**config.mk**
```make
export PLATFORM = sky130hd
export DESIGN_NAME = bldc_bemf_six_step_commutator
export DESIGN_NICKNAME = d
export VERILOG_FILES = /design/src/rtl/bbsc_pkg.sv /design/src/rtl/bbsc_step.sv /design/src/rtl/bldc_bemf_six_step_commutator.sv
export VERILOG_INCLUDE_DIRS = /design/src /design/src/rtl
export SDC_FILE = /design/constraint.sdc
export NUM_CORES = 1
export LEC_CHECK = 0
export ABC_CLOCK_PERIOD_IN_PS = 2950
export BUFFER_PORTS_ARGS = -buffer_cell sky130_fd_sc_hd__buf_2
export CORE_ASPECT_RATIO = 2
export CORE_MARGIN = 2
export CORE_UTILIZATION = 43
export CTS_CLUSTER_DIAMETER = 100
export DETAILED_ROUTE_END_ITERATION = 6
export PLACE_DENSITY = 0.66
export SLEW_MARGIN = 30
export SYNTH_ARGS = -nofsm -noshare
export SYNTH_HDL_FRONTEND = slang
export SYNTH_SLANG_ARGS = --single-unit
```
**constraint.sdc**
```tcl
create_clock -name aclk -period 2.95 [get_ports aclk]
set_clock_uncertainty 0.15 [all_clocks]
set_input_delay 0.7375 -clock aclk [delete_from_list [all_inputs] [get_ports aclk]]
set_output_delay 0.7375 -clock aclk [all_outputs]
set_load 0.01 [all_outputs]
```
**src/rtl/bldc_bemf_six_step_commutator_defines.svh**
```systemverilog
// Assertion macros used by the commutator top level.
`ifndef BLDC_BEMF_SIX_STEP_COMMUTATOR_DEFINES_SVH
`define BLDC_BEMF_SIX_STEP_COMMUTATOR_DEFINES_SVH

// Check cons in the same cycle as ante.
`define BBSC_ASSERT_SAME(label, clk, rstn, ante, cons, msg) \
    label: assert property (@(posedge clk) disable iff (!(rstn)) (ante) |-> (cons)) \
        else $error(msg);

// Check cons in the cycle after ante.
`define BBSC_ASSERT_NEXT(label, clk, rstn, ante, cons, msg) \
    label: assert property (@(posedge clk) disable iff (!(rstn)) (ante) |=> (cons)) \
        else $error(msg);

`endif

```
**src/rtl/bbsc_pkg.sv**
```systemverilog
// Types, constants and tables of the six-step back-EMF commutator.
package bbsc_pkg;

    localparam int POS_W      = 3;
    localparam int DRIVE_W    = 3;
    localparam int DELAY_W    = 8;
    localparam int DUTY_W     = 10;
    localparam int BEMF_W     = 3;
    localparam int CFG_IDX_W  = 4;

    localparam int COUNT_BITS_DEF = 8;
    localparam int ELAPSED_CLAMP  = 40;

    localparam logic [POS_W-1:0]   POSITION_RESET = 3'd1;
    localparam int                 ELAPSED_RESET  = 50;
    localparam logic [DELAY_W-1:0] DELAY_RESET    = 8'd20;
    localparam logic [DRIVE_W-1:0] DRIVE_RESET    = 3'd0;
    localparam logic [DUTY_W-1:0]  DUTY_RESET     = 10'd50;

    localparam logic [CFG_IDX_W-1:0] CFG_DIRECTION  = 4'd0;
    localparam logic [CFG_IDX_W-1:0] CFG_DUTY_LEVEL = 4'd1;

    localparam logic [POS_W-1:0] POS_FIRST = 3'd1;
    localparam logic [POS_W-1:0] POS_LAST  = 3'd6;

    localparam logic [BEMF_W-1:0] PHASE_A = 3'h1;
    localparam logic [BEMF_W-1:0] PHASE_B = 3'h2;
    localparam logic [BEMF_W-1:0] PHASE_C = 3'h4;
    localparam logic [BEMF_W-1:0] LEVEL_LOW = 3'h0;

    localparam logic [2:0] HALL_MAP [8] = '{3'd0, 3'd1, 3'd5, 3'd4, 3'd6, 3'd2, 3'd3, 3'd0};
    localparam logic [2:0] FWD_PHASE [8] = '{3'd0, 3'd1, 3'd6, 3'd5, 3'd2, 3'd4, 3'd3, 3'd0};
    localparam logic [2:0] REV_PHASE [8] = '{3'd0, 3'd5, 3'd4, 3'd1, 3'd3, 3'd6, 3'd2, 3'd0};

    localparam logic [BEMF_W-1:0] CW_MASK [8] =
        '{LEVEL_LOW, PHASE_B, PHASE_C, PHASE_A, PHASE_B, PHASE_C, PHASE_A, LEVEL_LOW};
    localparam logic [BEMF_W-1:0] CW_LEVEL [8] =
        '{LEVEL_LOW, LEVEL_LOW, PHASE_C, LEVEL_LOW, PHASE_B, LEVEL_LOW, PHASE_A, LEVEL_LOW};
    localparam logic [BEMF_W-1:0] CCW_MASK [8] =
        '{LEVEL_LOW, PHASE_C, PHASE_B, PHASE_A, PHASE_C, PHASE_B, PHASE_A, LEVEL_LOW};
    localparam logic [BEMF_W-1:0] CCW_LEVEL [8] =
        '{LEVEL_LOW, LEVEL_LOW, PHASE_B, LEVEL_LOW, PHASE_C, LEVEL_LOW, PHASE_A, LEVEL_LOW};

    typedef struct packed {
        logic [POS_W-1:0]   position;
        logic [DELAY_W-1:0] delay_count;
        logic [DRIVE_W-1:0] drive;
    } rotor_state_t;

endpackage

```
**src/rtl/bbsc_step.sv**
```systemverilog
// Next-state logic for one item: tick counting, back-EMF match and delay update.
module bbsc_step #(
    parameter int COUNT_BITS = bbsc_pkg::COUNT_BITS_DEF
) (
    input  bbsc_pkg::rotor_state_t           cur_state,
    input  logic [COUNT_BITS-1:0]            elapsed,
    input  logic                             direction,
    input  logic                             action,
    input  logic [bbsc_pkg::BEMF_W-1:0]      bemf_bits,
    output bbsc_pkg::rotor_state_t           next_state,
    output logic [COUNT_BITS-1:0]            elapsed_next,
    output logic                             commutated
);

    localparam int CMP_W = (COUNT_BITS > 8) ? COUNT_BITS : 8;
    localparam logic [COUNT_BITS-1:0] COUNT_MAX = {COUNT_BITS{1'b1}};
    localparam logic [CMP_W-1:0] CLAMP = CMP_W'(bbsc_pkg::ELAPSED_CLAMP);

    logic [bbsc_pkg::BEMF_W-1:0]  watch_mask;
    logic [bbsc_pkg::BEMF_W-1:0]  watch_level;
    logic                         pos_valid;
    logic [CMP_W-1:0]             ticks_ext;
    logic [CMP_W-1:0]             ticks_clamped;
    logic [bbsc_pkg::DELAY_W-1:0] half;
    logic [bbsc_pkg::DELAY_W-1:0] delay_cur;
    logic [2:0]                   hall;

    assign watch_mask  = direction ? bbsc_pkg::CCW_MASK[cur_state.position]
                                   : bbsc_pkg::CW_MASK[cur_state.position];
    assign watch_level = direction ? bbsc_pkg::CCW_LEVEL[cur_state.position]
                                   : bbsc_pkg::CW_LEVEL[cur_state.position];
    assign pos_valid   = (cur_state.position >= bbsc_pkg::POS_FIRST) &&
                         (cur_state.position <= bbsc_pkg::POS_LAST);

    assign ticks_ext     = CMP_W'(elapsed);
    assign ticks_clamped = (ticks_ext > CLAMP) ? CLAMP : ticks_ext;
    assign half          = bbsc_pkg::DELAY_W'(ticks_clamped >> 1);
    assign delay_cur     = cur_state.delay_count;
    assign hall          = bbsc_pkg::HALL_MAP[cur_state.position];

    always_comb begin
        next_state   = cur_state;
        elapsed_next = elapsed;
        commutated   = 1'b0;
        if (action) begin
            if (elapsed != COUNT_MAX) begin
                elapsed_next = elapsed + 1'b1;
            end
        end else if (pos_valid && ((bemf_bits & watch_mask) == watch_level)) begin
            commutated      = 1'b1;
            elapsed_next    = '0;
            next_state.drive = direction ? bbsc_pkg::REV_PHASE[hall]
                                         : bbsc_pkg::FWD_PHASE[hall];
            next_state.position = (cur_state.position == bbsc_pkg::POS_LAST)
                                  ? bbsc_pkg::POS_FIRST
                                  : cur_state.position + 1'b1;
            priority if (delay_cur < half) begin
                next_state.delay_count = delay_cur + 1'b1;
            end else if ((delay_cur > half) && (delay_cur > 8'd1)) begin
                next_state.delay_count = delay_cur - 1'b1;
            end else begin
                next_state.delay_count = delay_cur;
            end
        end
    end

endmodule

```
**src/rtl/bldc_bemf_six_step_commutator.sv**
```systemverilog
// Top level of the sensorless six-step BLDC back-EMF commutator.
// Takes one item per clock: s_tready is high whenever the result register is
// empty or its item is taken in the same cycle, so a steady stream moves at
// one item a cycle. Each accepted item yields exactly one result item in the
// next cycle, held in the single result register until m_tready. The state
// update for an item is one pass of table lookups and an 8-bit compare.
// Configuration writes are taken at once (cfg_ready is always high).
`include "bldc_bemf_six_step_commutator_defines.svh"

module bldc_bemf_six_step_commutator #(
    parameter int COUNT_BITS = bbsc_pkg::COUNT_BITS_DEF
) (
    input  logic                             aclk,
    input  logic                             aresetn,
    input  logic                             s_tvalid,
    output logic                             s_tready,
    input  logic [7:0]                       s_tdata,  // [2:0] bemf_bits
    input  logic [0:0]                       s_tuser,  // [0] action
    output logic                             m_tvalid,
    input  logic                             m_tready,
    // [2:0] drive_step, [5:3] rotor_position, [13:6] delay_estimate, [23:14] duty_out
    output logic [23:0]                      m_tdata,
    output logic [0:0]                       m_tuser,  // [0] commutated
    input  logic                             cfg_valid,
    output logic                             cfg_ready,
    input  logic [bbsc_pkg::CFG_IDX_W-1:0]   cfg_index,
    input  logic [bbsc_pkg::DUTY_W-1:0]      cfg_data
);

    logic                         direction_reg;
    logic [bbsc_pkg::DUTY_W-1:0]  duty_reg;
    bbsc_pkg::rotor_state_t       state_reg;
    bbsc_pkg::rotor_state_t       state_next;
    logic [COUNT_BITS-1:0]        elapsed_reg;
    logic [COUNT_BITS-1:0]        elapsed_next;
    logic                         commutated_next;
    logic                         s_accept;
    logic                         cfg_accept;

    logic                         out_valid_reg;
    logic                         out_commutated_reg;
    bbsc_pkg::rotor_state_t       out_state_reg;
    logic [bbsc_pkg::DUTY_W-1:0]  out_duty_reg;

    assign cfg_ready  = 1'b1;
    assign cfg_accept = cfg_valid && cfg_ready;
    assign s_tready   = !out_valid_reg || m_tready;
    assign s_accept   = s_tvalid && s_tready;

    bbsc_step #(
        .COUNT_BITS (COUNT_BITS)
    ) u_step (
        .cur_state    (state_reg),
        .elapsed      (elapsed_reg),
        .direction    (direction_reg),
        .action       (s_tuser[0]),
        .bemf_bits    (s_tdata[2:0]),
        .next_state   (state_next),
        .elapsed_next (elapsed_next),
        .commutated   (commutated_next)
    );

    always_ff @(posedge aclk) begin
        if (!aresetn) begin
            direction_reg <= 1'b0;
            duty_reg      <= bbsc_pkg::DUTY_RESET;
        end else if (cfg_accept) begin
            unique case (cfg_index)
                bbsc_pkg::CFG_DIRECTION:  direction_reg <= cfg_data[0];
                bbsc_pkg::CFG_DUTY_LEVEL: duty_reg      <= cfg_data;
                default: ;
            endcase
        end
    end

    always_ff @(posedge aclk) begin
        if (!aresetn) begin
            state_reg.position    <= bbsc_pkg::POSITION_RESET;
            state_reg.delay_count <= bbsc_pkg::DELAY_RESET;
            state_reg.drive       <= bbsc_pkg::DRIVE_RESET;
            elapsed_reg           <= COUNT_BITS'(bbsc_pkg::ELAPSED_RESET);
        end else if (s_accept) begin
            state_reg   <= state_next;
            elapsed_reg <= elapsed_next;
        end
    end

    always_ff @(posedge aclk) begin
        if (!aresetn) begin
            out_valid_reg <= 1'b0;
        end else if (s_accept) begin
            out_valid_reg <= 1'b1;
        end else if (m_tready) begin
            out_valid_reg <= 1'b0;
        end
    end

    always_ff @(posedge aclk) begin
        if (s_accept) begin
            out_commutated_reg <= commutated_next;
            out_state_reg      <= state_next;
            out_duty_reg       <= duty_reg;
        end
    end

    assign m_tvalid   = out_valid_reg;
    assign m_tuser[0] = out_commutated_reg;
    assign m_tdata    = {out_duty_reg, out_state_reg.delay_count,
                         out_state_reg.position, out_state_reg.drive};

    `BBSC_ASSERT_SAME(a_stall_blocks_input, aclk, aresetn,
        m_tvalid && !m_tready, !s_tready, "input taken while result stalled")
    `BBSC_ASSERT_NEXT(a_tick_holds_position, aclk, aresetn,
        s_accept && s_tuser[0], state_reg == $past(state_reg),
        "tick changed rotor state")
    `BBSC_ASSERT_NEXT(a_commutation_clears_ticks, aclk, aresetn,
        s_accept && commutated_next, elapsed_reg == '0,
        "tick counter not cleared on commutation")
    `BBSC_ASSERT_NEXT(a_delay_moves_by_one, aclk, aresetn,
        s_accept,
        (state_reg.delay_count == $past(state_reg.delay_count)) ||
        (state_reg.delay_count == $past(state_reg.delay_count) + 8'd1) ||
        (state_reg.delay_count == $past(state_reg.delay_count) - 8'd1),
        "delay estimate jumped by more than one")

endmodule

```
==> flow_summary.ini <==
[floorplan]
start_util = 0.446
num_rows = 44
ioPinCount = 56
die_h_um = 127
core_mm2 = 0.00727
die-area_mm2 = 0.00830
die_w_um = 65.4

[placement]
place_congestion = 0.927
place_area_mm2 = 0.00365
pre_cts_ws_ns = -0.276
dp.final_hpwl_mm = 5.08
portBuffers = 49

[global_route]
antenna_found_initial = 0
overflow = 0
grt_max_degree = 34
grt_pass1_vias = 2564
grt_use_total = 0.180
grt_pass1_wl_mm = 11.4

[drt]
drc = 0
routedWlPerCell_um = 15.1
routed.top_layer = met4
drtIter0Drc = 128
vias = 2688
detail-route-antenna-nets = 0
drt-met1-wl_mm = 2.87
wl_met2_mm = 4.00
firstDrtPassIters = 4
totalWireLength_mm = 7.46
met3_length_um = 272
viasPerCell = 5.44

[timing]
finalMaxSlewViolations = 0
tightest_slew_ns = 0.585
setup_viol = 9
relSlewSlack = 0.610
period_minus_slack_ns = 3.02
rsz0062_at_grt = yes
min_period_over_period = 1.02
fmaxAchievable_mhz = 331
hold_violations = 0
setup_ws_ns = -0.0684

[yosys]
syn_inst = 331
synthDominantCellAreaShare = 0.231
synth_flop_cell = dfxtp_1
synth_edf_count = 25
netlist_area_mm2 = 0.00324
yosysSeqAreaShare = 0.441
syn_area_per_cell_um2 = 9.80
synthTopCellsByCount = dfxtp_1 (34), nand2_1 (28), edfxtp_1 (25), mux2i_1 (25), nor2_1 (25)
yosysMostFrequentCell = dfxtp_1
synth_area_leaders = edfxtp_1 (23%), dfxtp_1 (21%), mux2i_1 (7.7%), ha_1 (6.6%), o21ai_0 (3.4%)
yosys_warnings = 0
synth.distinct_cells = 57
synthArstFlopShare = 0
synth_area_leader_cell = edfxtp_1
ys_ff_latch = 59

[cells_and_area]
antenna_cells = 0
areaGrowthSynthToFinish_pct = 30.5
final_area_mm2 = 0.00423
drive_above_1_share = 0.313
final_nets = 442

[status]
status = complete, but fails checks
violations = negative setup slack

[worst_setup_path]
cp_data_required_time_ns = 2.86
crit_fanout = 4
ff2ff_setup_slack_ns = -0.07
crit_type = reg -> reg
cp-start-kind = flop
arrival_ns = 2.93
crit_path_end_kind = flop

[clock_network]
h-tree-depth = 3
cts.sinks = 59
clk_latency_ns = 0.33
cts_root_buf = clkbuf_16
cts_buffer_depth = 2
clkTransAtPathRegs_ns = 0.05
cts_buffers = 9
cts_tree = built

[pwr]
powerDensity_mw_per_mm2 = 554
ir_drop_mv = 0.444
power_leakage_nw = 1.79

[worst_hold_path]
hold_class = reg -> reg

[flow_run]
maxCapViolations = 0
[layout by cell type (no fill, tap or decap), drive strengths merged, types with 4 or more instances in the layout]
master,Yosys,final
nand3,10,10
nor2,25,25
or3,5,5
mux2i,25,25
inv,16,16
dfxtp,34,34
and3,9,9
xor2,9,9
nand2,28,28
ha,17,17
o21ai,23,23
nor3,8,8
nand2b,8,8
clkbuf,6,12
a21oi,10,10
edfxtp,25,25
nor2b,12,12
a21boi,5,5
a211oi,4,4
buf,8,66
[path summary, 6_finish.rpt]
path,depth (start not counted),end,start
min reg2reg,0,out_duty_reg[4],duty_reg[4]
min,0,out_duty_reg[4],duty_reg[4]
max,15,m_tdata[9],elapsed_reg[0]
max reg2reg,15,m_tdata[9],elapsed_reg[0]
[critical path, stage by stage, from the launching register on]
cell and delay, ns:
dfxtp_2 0.32, inv_2 0.06, ha_4 0.12, inv_2 0.03, o21ai_1 0.10, nand2_1 0.08
a211oi_2 0.30, nor2b_2 0.24, ha_4 0.22, nand2_4 0.07, a211oi_4 0.04, a211oi_4 0.35
clkbuf_16 0.22, mux2i_4 0.26, nor2_2 0.06, xor2_1 0.14
[repair_timing]
item                                   CTS  global route
buffers inserted                         1             1
hold buffers                             0             0
gates resized for setup                  6            41
cloned                                   0             1
endpoints found under the hold margin    0             0
setup endpoints to repair               16            18
pin swaps                                3            13
[report_power, final]
group / internal (mW) / switching, mW
logic: 0.180 / 0.222
clock network: 0.657 / 0.365
registers: 0.895 / 0.0236
total: 1.73 / 0.611
[cell type report]
type | instances | area (um^2)
inverter | 16 | 60.1
clock inverter | 5 | 63.8
tap | 92 | 115
clock buffer | 11 | 233
sequential | 59 | 1430
multi-input combinational | 244 | 1910
timing repair buffer | 67 | 414
fill | 651 | 3030
[per-stage QoR]
step	total power [mW]	instances	hold WS (ns)	setup TNS [ns]	util
global route	2.43	494	0.289	-2.23	0.582
global placement	1.25	475	0.259	-3.01	0.503
detailed placement	1.26	475	0.268	-3.41	0.503
floorplan	1.14	333	0.258	0	-
finish	2.34	494	0.278	-0.287	0.582
CTS	2.29	492	0.280	0	0.550
[cell families (layout without fill, tap and decap cells)]
| kind of cell | after synthesis | in the layout | synth area share |
|---|---|---|---|
| flip-flops | 59 | 59 | 0.441 |
| AO/OA/AOI/OAI | 63 | 63 | 0.134 |
| XOR/XNOR | 11 | 11 | 0.0297 |
| buffers and inverters | 30 | 99 | 0.0405 |
| multiplexers | 28 | 28 | 0.0875 |
| adder cells (fa/ha/maj) | 17 | 17 | 0.0656 |
| other | 1 | 3 | 0.00116 |
| AND/OR/NAND/NOR | 122 | 122 | 0.201 |
[routing by layer]
metal  track usage  vias up
met5             0        -
met1         0.175     1278
li1              -     1319
met4        0.0980        0
met3        0.0417       24
met2         0.336       67
Note: power is estimated with default switching activity, not from simulation.
